### src/hw/rtl/assert_macros.svh
// Assertion macros shared by the RTL modules of the bounding box block.
// Depends on nothing; included by the modules that check their own logic.
`ifndef ASSERT_MACROS_SVH
`define ASSERT_MACROS_SVH

// Same-cycle implication, checked outside reset.
`define CHK_IMPL(label, clk, rst, cond, prop, msg) \
  label: assert property (@(posedge clk) disable iff (rst) (cond) |-> (prop)) else $error(msg);

// Next-cycle implication, checked outside reset.
`define CHK_NEXT(label, clk, rst, cond, prop, msg) \
  label: assert property (@(posedge clk) disable iff (rst) (cond) |=> (prop)) else $error(msg);

`endif

### src/hw/rtl/bbc_pkg.sv
// Shared constants and types for the bounding box and centroid block.
// Depends on nothing; used by every module under hw/rtl.
package bbc_pkg;

  localparam int COORD_BITS = 16;
  localparam int MAX_POINTS = 65535;
  localparam int CNT_BITS   = $clog2(MAX_POINTS + 1);
  localparam int SUM_BITS   = COORD_BITS + CNT_BITS;
  localparam int AXES       = 3;
  localparam int Q_DEPTH    = 4;
  localparam int Q_PTR_BITS = $clog2(Q_DEPTH);
  localparam int STEP_BITS  = $clog2(SUM_BITS);

  typedef logic signed [COORD_BITS-1:0] coord_t;
  typedef logic signed [SUM_BITS-1:0]   sum_t;
  typedef logic [CNT_BITS-1:0]          cnt_t;

  // One finished set, handed from the accumulator to the divider.
  typedef struct packed {
    logic [AXES-1:0][SUM_BITS-1:0]   sum;
    logic [AXES-1:0][COORD_BITS-1:0] box_min;
    logic [AXES-1:0][COORD_BITS-1:0] box_max;
    cnt_t                            count;
  } set_rec_t;

endpackage

### src/hw/rtl/bbc_front.sv
// Point accumulator: box, running sums, count and first point of the open set.
// Depends on bbc_pkg; pushes one record per finished set into bbc_fifo.
`include "assert_macros.svh"

module bbc_front (
  input  logic                               clk,
  input  logic                               rst,
  input  logic signed [bbc_pkg::COORD_BITS-1:0] point_x,
  input  logic signed [bbc_pkg::COORD_BITS-1:0] point_y,
  input  logic signed [bbc_pkg::COORD_BITS-1:0] point_z,
  input  logic                               last_point,
  input  logic                               push,
  output logic                               full,
  output logic                               q_wr,
  output bbc_pkg::set_rec_t                  q_wr_data,
  input  logic                               q_full
);

  bbc_pkg::coord_t p        [bbc_pkg::AXES];
  bbc_pkg::coord_t first    [bbc_pkg::AXES];
  bbc_pkg::coord_t box_lo   [bbc_pkg::AXES];
  bbc_pkg::coord_t box_hi   [bbc_pkg::AXES];
  bbc_pkg::sum_t   sum      [bbc_pkg::AXES];
  bbc_pkg::coord_t lo_next  [bbc_pkg::AXES];
  bbc_pkg::coord_t hi_next  [bbc_pkg::AXES];
  bbc_pkg::sum_t   sum_next [bbc_pkg::AXES];
  bbc_pkg::cnt_t   count;
  bbc_pkg::cnt_t   count_next;
  logic            accept;
  logic            open;
  logic            loop;
  logic            add;

  assign p[0]   = point_x;
  assign p[1]   = point_y;
  assign p[2]   = point_z;
  assign full   = q_full;
  assign accept = push && !q_full;
  assign open   = (count != '0);
  assign q_wr   = accept && last_point;

  always_comb begin
    loop = open && last_point && (p[0] == first[0]) && (p[1] == first[1]) &&
           (p[2] == first[2]);
    add  = !loop && (count < bbc_pkg::CNT_BITS'(bbc_pkg::MAX_POINTS));
    for (int a = 0; a < bbc_pkg::AXES; a++) begin
      if (!open) begin
        lo_next[a] = p[a];
        hi_next[a] = p[a];
      end else begin
        lo_next[a] = (p[a] < box_lo[a]) ? p[a] : box_lo[a];
        hi_next[a] = (p[a] > box_hi[a]) ? p[a] : box_hi[a];
      end
      // a new set starts from zero whatever the sum register holds
      sum_next[a] = (open ? sum[a] : '0) +
                    (add ? {{bbc_pkg::CNT_BITS{p[a][bbc_pkg::COORD_BITS-1]}}, p[a]} : '0);
    end
    count_next = count + bbc_pkg::CNT_BITS'(add);
  end

  always_comb begin
    for (int a = 0; a < bbc_pkg::AXES; a++) begin
      q_wr_data.sum[a]     = sum_next[a];
      q_wr_data.box_min[a] = lo_next[a];
      q_wr_data.box_max[a] = hi_next[a];
    end
    q_wr_data.count = count_next;
  end

  always_ff @(posedge clk) begin
    if (rst) begin
      count <= '0;
    end else if (accept) begin
      count <= last_point ? '0 : count_next;
    end
  end

  always_ff @(posedge clk) begin
    if (accept) begin
      for (int a = 0; a < bbc_pkg::AXES; a++) begin
        sum[a]    <= sum_next[a];
        box_lo[a] <= lo_next[a];
        box_hi[a] <= hi_next[a];
        if (!open) begin
          first[a] <= p[a];
        end
      end
    end
  end

  `CHK_NEXT(a_close_clears, clk, rst, accept && last_point, count == '0, "set not closed")
  `CHK_NEXT(a_open_counts, clk, rst, accept && !open && !last_point, count == bbc_pkg::CNT_BITS'(1), "first point not counted")
  `CHK_IMPL(a_single_point, clk, rst, accept && last_point && !open, q_wr_data.count == bbc_pkg::CNT_BITS'(1), "single point set miscounted")

endmodule

### src/hw/rtl/bbc_fifo.sv
// Small queue of finished-set records between accumulator and divider.
// Depends on bbc_pkg; read data is registered and valid in the cycle after rd_en.
module bbc_fifo (
  input  logic              clk,
  input  logic              rst,
  input  logic              wr_en,
  input  bbc_pkg::set_rec_t wr_data,
  output logic              full,
  input  logic              rd_en,
  output bbc_pkg::set_rec_t rd_data,
  output logic              empty
);

  bbc_pkg::set_rec_t                mem [bbc_pkg::Q_DEPTH];
  logic [bbc_pkg::Q_PTR_BITS-1:0]   wr_ptr;
  logic [bbc_pkg::Q_PTR_BITS-1:0]   rd_ptr;
  logic [bbc_pkg::Q_PTR_BITS:0]     fill;

  assign full  = (fill == (bbc_pkg::Q_PTR_BITS + 1)'(bbc_pkg::Q_DEPTH));
  assign empty = (fill == '0);

  always_ff @(posedge clk) begin
    if (rst) begin
      wr_ptr <= '0;
      rd_ptr <= '0;
      fill   <= '0;
    end else begin
      if (wr_en) begin
        wr_ptr <= wr_ptr + 1'b1;
      end
      if (rd_en) begin
        rd_ptr <= rd_ptr + 1'b1;
      end
      if (wr_en && !rd_en) begin
        fill <= fill + 1'b1;
      end else if (rd_en && !wr_en) begin
        fill <= fill - 1'b1;
      end
    end
  end

  always_ff @(posedge clk) begin
    if (wr_en) begin
      mem[wr_ptr] <= wr_data;
    end
    if (rd_en) begin
      rd_data <= mem[rd_ptr];
    end
  end

endmodule

### src/hw/rtl/bbc_back.sv
// Centroid divider and result register: three restoring dividers, one bit each per cycle.
// Depends on bbc_pkg; takes records from bbc_fifo and drives the result ports.
`include "assert_macros.svh"

module bbc_back (
  input  logic                                  clk,
  input  logic                                  rst,
  output logic                                  q_rd,
  input  bbc_pkg::set_rec_t                     q_rd_data,
  input  logic                                  q_empty,
  output logic signed [bbc_pkg::COORD_BITS-1:0] center_x,
  output logic signed [bbc_pkg::COORD_BITS-1:0] center_y,
  output logic signed [bbc_pkg::COORD_BITS-1:0] center_z,
  output logic signed [bbc_pkg::COORD_BITS-1:0] box_min_x,
  output logic signed [bbc_pkg::COORD_BITS-1:0] box_min_y,
  output logic signed [bbc_pkg::COORD_BITS-1:0] box_min_z,
  output logic signed [bbc_pkg::COORD_BITS-1:0] box_max_x,
  output logic signed [bbc_pkg::COORD_BITS-1:0] box_max_y,
  output logic signed [bbc_pkg::COORD_BITS-1:0] box_max_z,
  output logic        [bbc_pkg::CNT_BITS-1:0]   counted_points,
  output logic                                  empty,
  input  logic                                  pop
);

  typedef enum logic [1:0] {S_IDLE, S_LOAD, S_RUN, S_HOLD} state_t;

  state_t                          state;
  logic [bbc_pkg::SUM_BITS-1:0]    dvd      [bbc_pkg::AXES];
  bbc_pkg::cnt_t                   rem      [bbc_pkg::AXES];
  logic                            neg      [bbc_pkg::AXES];
  logic [bbc_pkg::SUM_BITS-1:0]    dvd_next [bbc_pkg::AXES];
  bbc_pkg::cnt_t                   rem_next [bbc_pkg::AXES];
  bbc_pkg::coord_t                 quot     [bbc_pkg::AXES];
  logic [bbc_pkg::CNT_BITS:0]      trial    [bbc_pkg::AXES];
  logic [bbc_pkg::CNT_BITS:0]      diff     [bbc_pkg::AXES];
  logic [bbc_pkg::STEP_BITS-1:0]   step;
  bbc_pkg::cnt_t                   divisor;
  bbc_pkg::set_rec_t               held;
  logic                            out_valid;
  logic                            hand;

  assign q_rd  = (state == S_IDLE) && !q_empty;
  assign empty = !out_valid;
  // hand over once the result register is free or being drained
  assign hand  = (state == S_HOLD) && (!out_valid || pop);

  // one restoring step per lane, quotient bits shift in behind the dividend
  always_comb begin
    for (int a = 0; a < bbc_pkg::AXES; a++) begin
      trial[a] = {rem[a], dvd[a][bbc_pkg::SUM_BITS-1]};
      diff[a]  = trial[a] - {1'b0, divisor};
      if (trial[a] >= {1'b0, divisor}) begin
        rem_next[a] = diff[a][bbc_pkg::CNT_BITS-1:0];
        dvd_next[a] = {dvd[a][bbc_pkg::SUM_BITS-2:0], 1'b1};
      end else begin
        rem_next[a] = trial[a][bbc_pkg::CNT_BITS-1:0];
        dvd_next[a] = {dvd[a][bbc_pkg::SUM_BITS-2:0], 1'b0};
      end
      quot[a] = neg[a] ? bbc_pkg::COORD_BITS'(-dvd[a]) : bbc_pkg::COORD_BITS'(dvd[a]);
    end
  end

  always_ff @(posedge clk) begin
    if (rst) begin
      state     <= S_IDLE;
      out_valid <= 1'b0;
    end else begin
      if (hand) begin
        out_valid <= 1'b1;
      end else if (pop && out_valid) begin
        out_valid <= 1'b0;
      end
      case (state)
        S_IDLE: begin
          if (!q_empty) begin
            state <= S_LOAD;
          end
        end
        S_LOAD: begin
          for (int a = 0; a < bbc_pkg::AXES; a++) begin
            neg[a] <= q_rd_data.sum[a][bbc_pkg::SUM_BITS-1];
            dvd[a] <= q_rd_data.sum[a][bbc_pkg::SUM_BITS-1] ? -q_rd_data.sum[a]
                                                             : q_rd_data.sum[a];
            rem[a] <= '0;
          end
          divisor <= q_rd_data.count;
          held    <= q_rd_data;
          step    <= bbc_pkg::STEP_BITS'(bbc_pkg::SUM_BITS - 1);
          state   <= S_RUN;
        end
        S_RUN: begin
          for (int a = 0; a < bbc_pkg::AXES; a++) begin
            dvd[a] <= dvd_next[a];
            rem[a] <= rem_next[a];
          end
          step <= step - 1'b1;
          if (step == '0) begin
            state <= S_HOLD;
          end
        end
        S_HOLD: begin
          if (hand) begin
            center_x       <= quot[0];
            center_y       <= quot[1];
            center_z       <= quot[2];
            box_min_x      <= held.box_min[0];
            box_min_y      <= held.box_min[1];
            box_min_z      <= held.box_min[2];
            box_max_x      <= held.box_max[0];
            box_max_y      <= held.box_max[1];
            box_max_z      <= held.box_max[2];
            counted_points <= held.count;
            state          <= S_IDLE;
          end
        end
        default: begin
          state <= S_IDLE;
        end
      endcase
    end
  end

  `CHK_NEXT(a_rd_loads, clk, rst, q_rd, state == S_LOAD, "queue read without load")
  `CHK_NEXT(a_run_ends, clk, rst, state == S_RUN && step == '0, state == S_HOLD, "divider overran")
  `CHK_NEXT(a_hold_hands, clk, rst, state == S_HOLD && (!out_valid || pop), out_valid && state == S_IDLE, "result not handed over")

endmodule

### src/hw/rtl/bounding_box_and_centroid.sv
// Bounding box and centroid of 3-D point sets, top level.
// Depends on bbc_pkg, bbc_front, bbc_fifo and bbc_back.
//
// Usage:
//   Input channel: push a point (point_x/y/z, last_point) when full is low;
//   last_point marks the final point of a set. Points are taken one per
//   cycle; the accumulator keeps no other limit on rate.
//   Result channel: while empty is low the ports carry the oldest result;
//   pulse pop to take it. One result comes per set.
//   The divider handles one set at a time: it loads a record from the queue,
//   runs the bit-per-cycle restoring division of the 32-bit sums, then holds
//   the finished result until the result register is free or being drained.
//   A queue of four finished sets sits between accumulator and divider;
//   full rises only when it holds four sets, and then points wait.
//   When the receiver stalls, the result holds, the divider holds its
//   finished set, and the queue fills behind it.
//   Reset clears the open set, the queue and the valid flag of the result register.
module bounding_box_and_centroid (
  input  logic                                  clk,
  input  logic                                  rst,
  input  logic signed [bbc_pkg::COORD_BITS-1:0] point_x,
  input  logic signed [bbc_pkg::COORD_BITS-1:0] point_y,
  input  logic signed [bbc_pkg::COORD_BITS-1:0] point_z,
  input  logic                                  last_point,
  input  logic                                  push,
  output logic                                  full,
  output logic signed [bbc_pkg::COORD_BITS-1:0] center_x,
  output logic signed [bbc_pkg::COORD_BITS-1:0] center_y,
  output logic signed [bbc_pkg::COORD_BITS-1:0] center_z,
  output logic signed [bbc_pkg::COORD_BITS-1:0] box_min_x,
  output logic signed [bbc_pkg::COORD_BITS-1:0] box_min_y,
  output logic signed [bbc_pkg::COORD_BITS-1:0] box_min_z,
  output logic signed [bbc_pkg::COORD_BITS-1:0] box_max_x,
  output logic signed [bbc_pkg::COORD_BITS-1:0] box_max_y,
  output logic signed [bbc_pkg::COORD_BITS-1:0] box_max_z,
  output logic        [bbc_pkg::CNT_BITS-1:0]   counted_points,
  output logic                                  empty,
  input  logic                                  pop
);

  logic              q_wr;
  logic              q_full;
  logic              q_rd;
  logic              q_empty;
  bbc_pkg::set_rec_t q_wr_data;
  bbc_pkg::set_rec_t q_rd_data;

  bbc_front u_front (
    .clk        (clk),
    .rst        (rst),
    .point_x    (point_x),
    .point_y    (point_y),
    .point_z    (point_z),
    .last_point (last_point),
    .push       (push),
    .full       (full),
    .q_wr       (q_wr),
    .q_wr_data  (q_wr_data),
    .q_full     (q_full)
  );

  bbc_fifo u_fifo (
    .clk     (clk),
    .rst     (rst),
    .wr_en   (q_wr),
    .wr_data (q_wr_data),
    .full    (q_full),
    .rd_en   (q_rd),
    .rd_data (q_rd_data),
    .empty   (q_empty)
  );

  bbc_back u_back (
    .clk            (clk),
    .rst            (rst),
    .q_rd           (q_rd),
    .q_rd_data      (q_rd_data),
    .q_empty        (q_empty),
    .center_x       (center_x),
    .center_y       (center_y),
    .center_z       (center_z),
    .box_min_x      (box_min_x),
    .box_min_y      (box_min_y),
    .box_min_z      (box_min_z),
    .box_max_x      (box_max_x),
    .box_max_y      (box_max_y),
    .box_max_z      (box_max_z),
    .counted_points (counted_points),
    .empty          (empty),
    .pop            (pop)
  );

endmodule
### config.mk
export PLATFORM = sky130hd
export DESIGN_NAME = bounding_box_and_centroid
export DESIGN_NICKNAME = d
export VERILOG_FILES = /design/src/hw/rtl/bbc_pkg.sv /design/src/hw/rtl/bbc_front.sv /design/src/hw/rtl/bbc_fifo.sv /design/src/hw/rtl/bbc_back.sv /design/src/hw/rtl/bounding_box_and_centroid.sv
export VERILOG_INCLUDE_DIRS = /design/src /design/src/hw/rtl
export SDC_FILE = /design/constraint.sdc
export NUM_CORES = 2
export LEC_CHECK = 0
export BUFFER_PORTS_ARGS = -buffer_cell sky130_fd_sc_hd__buf_2
export CORE_ASPECT_RATIO = 2
export CORE_MARGIN = 2
export CORE_UTILIZATION = 60
export CTS_BUF_LIST = sky130_fd_sc_hd__clkbuf_8 sky130_fd_sc_hd__clkbuf_16
export CTS_CLUSTER_DIAMETER = 200
export CTS_CLUSTER_SIZE = 8
export DETAILED_ROUTE_END_ITERATION = 16
export PLACE_DENSITY = 0.78
export SLEW_MARGIN = 0
export SYNTH_ARGS = -nofsm -noshare
export SYNTH_HDL_FRONTEND = slang
export SYNTH_SLANG_ARGS = --single-unit
### constraint.sdc
create_clock -name clk -period 17.3 [get_ports clk]
set_input_delay 1.73 -clock clk [delete_from_list [all_inputs] [get_ports clk]]
set_output_delay 1.73 -clock clk [all_outputs]
set_load 0.01 [all_outputs]
==> out/metrics.yaml <==
r2r_slack_ps: 10560
rsz0062_at_grt: "no"
grt_antenna_before_repair: 12
nFillCells: 7757
dieArea_um2: 127000
root_buffer: "clkbuf_16"
hold_depth: 0
cts_max_level: 4
post-place-ws_ps: 9310
dr_wl_met3_mm: 10.5
first_pass_iters: 7
holdWs_ps: 386
insertion_delay_ps: 860
grt_pass1_wl_mm: 262
synthesis.nets: 4943
grt_use_total_pct: 27.7
hpwl_mm: 104
timing.fmax_mhz: 136
ctsHoldBuffers: 0
cts.sinks: 1730
die_y_um: 501
via_per_inst: 6.34
gp_congestion: 0.924
highest_layer: "met5"
finalSetupViolations: 0
synth-edff-count: 1704
drt-met1-wl_mm: 60.9
ctsLongestPathBuffers: 3
endpoint_kind: "register"
drt-wirelength-per-cell_um: 26.3
cts_tree: "done"
final_common_cell: "edfxtp_1"
drt-initial-drc-count: 3594
route.detailed.drc: 0
start_kind: "primary input"
cpPeakStageDelay_ps: 530
cp_slowest_cell: "xnor2_1"
port-buffer-count: 214
die-width_um: 253
dr_total_vias: 41900
r2r_start: "u_front.count[10]$_SDFFE_PP0P_"
finalSetupTns_ps: 0
nets: 5281
worst_pin_slew_ps: 1260
ctsResizeCount: 0
period_share_pct: 42.5
finalHoldViolCount: 0
cp_data_arrival_time_ps: 7840
first_global_vias: 43700
synth_area_per_cell_um2: 15.9
wl_met2_mm: 93.1
r2r_cells: 19
syn_to_final_growth_pct: 12.5
status: "complete, no violations"
fin_ws_ps: 9950
grt_max_degree: 141
finalClockSkew_ps: 80.8
overflow: 0
worstHoldStart: "u_fifo.rd_data[67]$_DFFE_PP_"
mostFrequentLayoutCells: "edfxtp_1, nand2_1, o21ai_0, clkbuf_16, ha_1"
crit_type: "in2reg"
boundaryPins: 215
path_cells: "buf_2 -> xnor2_1 -> nand4_1 -> nor4_1 -> nand3_1 -> o21a_1 -> buf_4 -> and2_1 -> fa_1 -> a211o_1 -> a2111oi_2 -> o21ai_0 -> a31o_2 -> a21oi_1 -> nor3_2 -> o31ai_1 -> a21oi_1 -> o2111ai_1 -> a21o_1 -> nand3_1"
hold_path_class: "reg2reg"
wirelength_mm: 174
hold-path-endpoint: "u_back.held[67]$_DFFE_PP_"
drive_above_1_share_pct: 17.1
synthCells: 4659
syn_area_um2: 74200
powerDensity_nw_per_um2: 153
synth_warnings: 0
synth-seq-area-share_pct: 69.7
reg2reg_to: "u_fifo.mem[3][175]$_DFFE_PP_"
start_util_pct: 60.4
rows: 182
cp_data_required_time_ps: 17790
ir_worst_vdd_uv: 130
cts_buffers: 234
ys_seq_elements: 1730
synthArstFlopShare_pct: 0
cp_max_fo: 27
final.min_clock_period_ps: 7350
max-cap-violations: 0
yosys.cell_types.count: 92
slew_violations: 0
antenna_left: 0
ys.flop_type: "edfxtp_1"
relSlewSlack_pct: 15.4
utilization_pct: 68.0
core-area_um2: 123000
post_cts_buffers: 0
p_leak_nw: 29.0
clkTransAtPathRegs_ps: 50
## stage by stage
stage               instances  instance area (um^2)  total power, W
floorplan                4659                 74200         0.00800
global placement         6325                 77100         0.00865
global route             6609                 83500          0.0133
CTS                      6608                 83500          0.0129
finish                   6611                 83500          0.0128
detailed placement       6325                 77100         0.00875
## critical path: cells and delay by family
kind | cells | cell delay [ps]
buffers and inverters | 2 | 470
AND/OR/NAND/NOR | 6 | 1440
adder cells (fa/ha/maj) | 1 | 480
XOR/XNOR | 1 | 530
AO/OA/AOI/OAI | 10 | 3150
## sequential cells by signal (all words and copies together), names as in the netlist, 5 cells and up
signal,flops
u_back.box_max_x,16
u_back.box_max_y,16
u_back.box_max_z,16
u_back.box_min_x,16
u_back.box_min_y,16
u_back.box_min_z,16
u_back.center_x,16
u_back.center_y,16
u_back.center_z,16
u_back.counted_points,16
u_back.dvd,96
u_back.held,112
u_back.rem,48
u_back.step,5
u_fifo.mem,832
u_fifo.rd_data,208
u_front.box_hi,48
u_front.box_lo,48
u_front.count,16
u_front.first,48
u_front.sum,96
## synth_stat cells, types with 30 or more instances
| library cell | count | area [um^2] |
|---|---|---|
| edfxtp_1 | 1704 | 51200 |
| nand2_1 | 308 | 1160 |
| o21ai_0 | 250 | 1250 |
| ha_1 | 224 | 2800 |
| mux4_2 | 208 | 4680 |
| nor2_1 | 199 | 747 |
| inv_1 | 175 | 657 |
| xnor2_1 | 170 | 1490 |
| xor2_1 | 139 | 1220 |
| a21oi_1 | 132 | 661 |
| clkbuf_1 | 115 | 432 |
| and2_1 | 111 | 694 |
| mux2_2 | 78 | 878 |
| nand3_1 | 73 | 365 |
| a21o_1 | 63 | 473 |
| nand4_1 | 53 | 332 |
| nand2b_1 | 48 | 300 |
| o21a_1 | 45 | 338 |
| o31ai_1 | 43 | 323 |
| nor3_1 | 38 | 190 |
| nor2b_1 | 36 | 225 |
| nor4_1 | 30 | 188 |
## per-layer routing
metal,vias up,global-route usage (%)
met5,-,0
met1,21000,31.6
met3,497,4.68
met4,16,14.0
li1,18600,-
met2,1811,49.9
## area by class of cell
cell class                 count  area [um^2]  share of cell area, %
antenna                        3         7.51                0.00899
clock buffer                 236         5910                   7.07
sequential                  1730        51700                   61.9
multi-input combinational   2594        21300                   25.5
inverter                     178          686                  0.821
timing repair buffer         259         1450                   1.73
tap                         1564         1960                   2.34
clock inverter                47          513                  0.614
## worst max-delay path by stage
stage                           start                            end  slack [ps]  cells past startpoint
after floorplan                   rst  u_back.box_max_x[0]$_DFFE_PP_        2830                      2
after global placement    point_z[15]   u_fifo.mem[0][174]$_DFFE_PP_        9270                     20
after detailed placement  point_z[15]   u_fifo.mem[3][174]$_DFFE_PP_        9310                     20
after CTS                 point_z[15]   u_front.sum[0][62]$_DFFE_PP_       10120                     20
after global routing      point_z[15]   u_front.sum[0][62]$_DFFE_PP_        9710                     20
final                     point_z[15]   u_front.sum[0][62]$_DFFE_PP_        9950                     20
## where the power goes
part | switching, W | total [W] | internal, W | leakage (nW)
Sequential | 0.000471 | 0.00624 | 0.00577 | 16.0
Clock | 0.00168 | 0.00408 | 0.00240 | 3.23
Combinational | 0.00154 | 0.00249 | 0.000950 | 9.75
Total | 0.00369 | 0.0128 | 0.00912 | 29.0
## cells by family (layout without fill, tap and decap cells)
logic type	count (synthesis)	after routing	synth area share, %
flops	1730	1730	69.7
mux	304	304	7.74
buf+inv	335	720	1.72
xor+xnor	309	309	3.65
other cells	0	3	0
fa+ha+maj	232	232	3.98
simple gates	1024	1024	6.97
compound gates	725	725	6.26
Power figures use the tool's default switching activity.
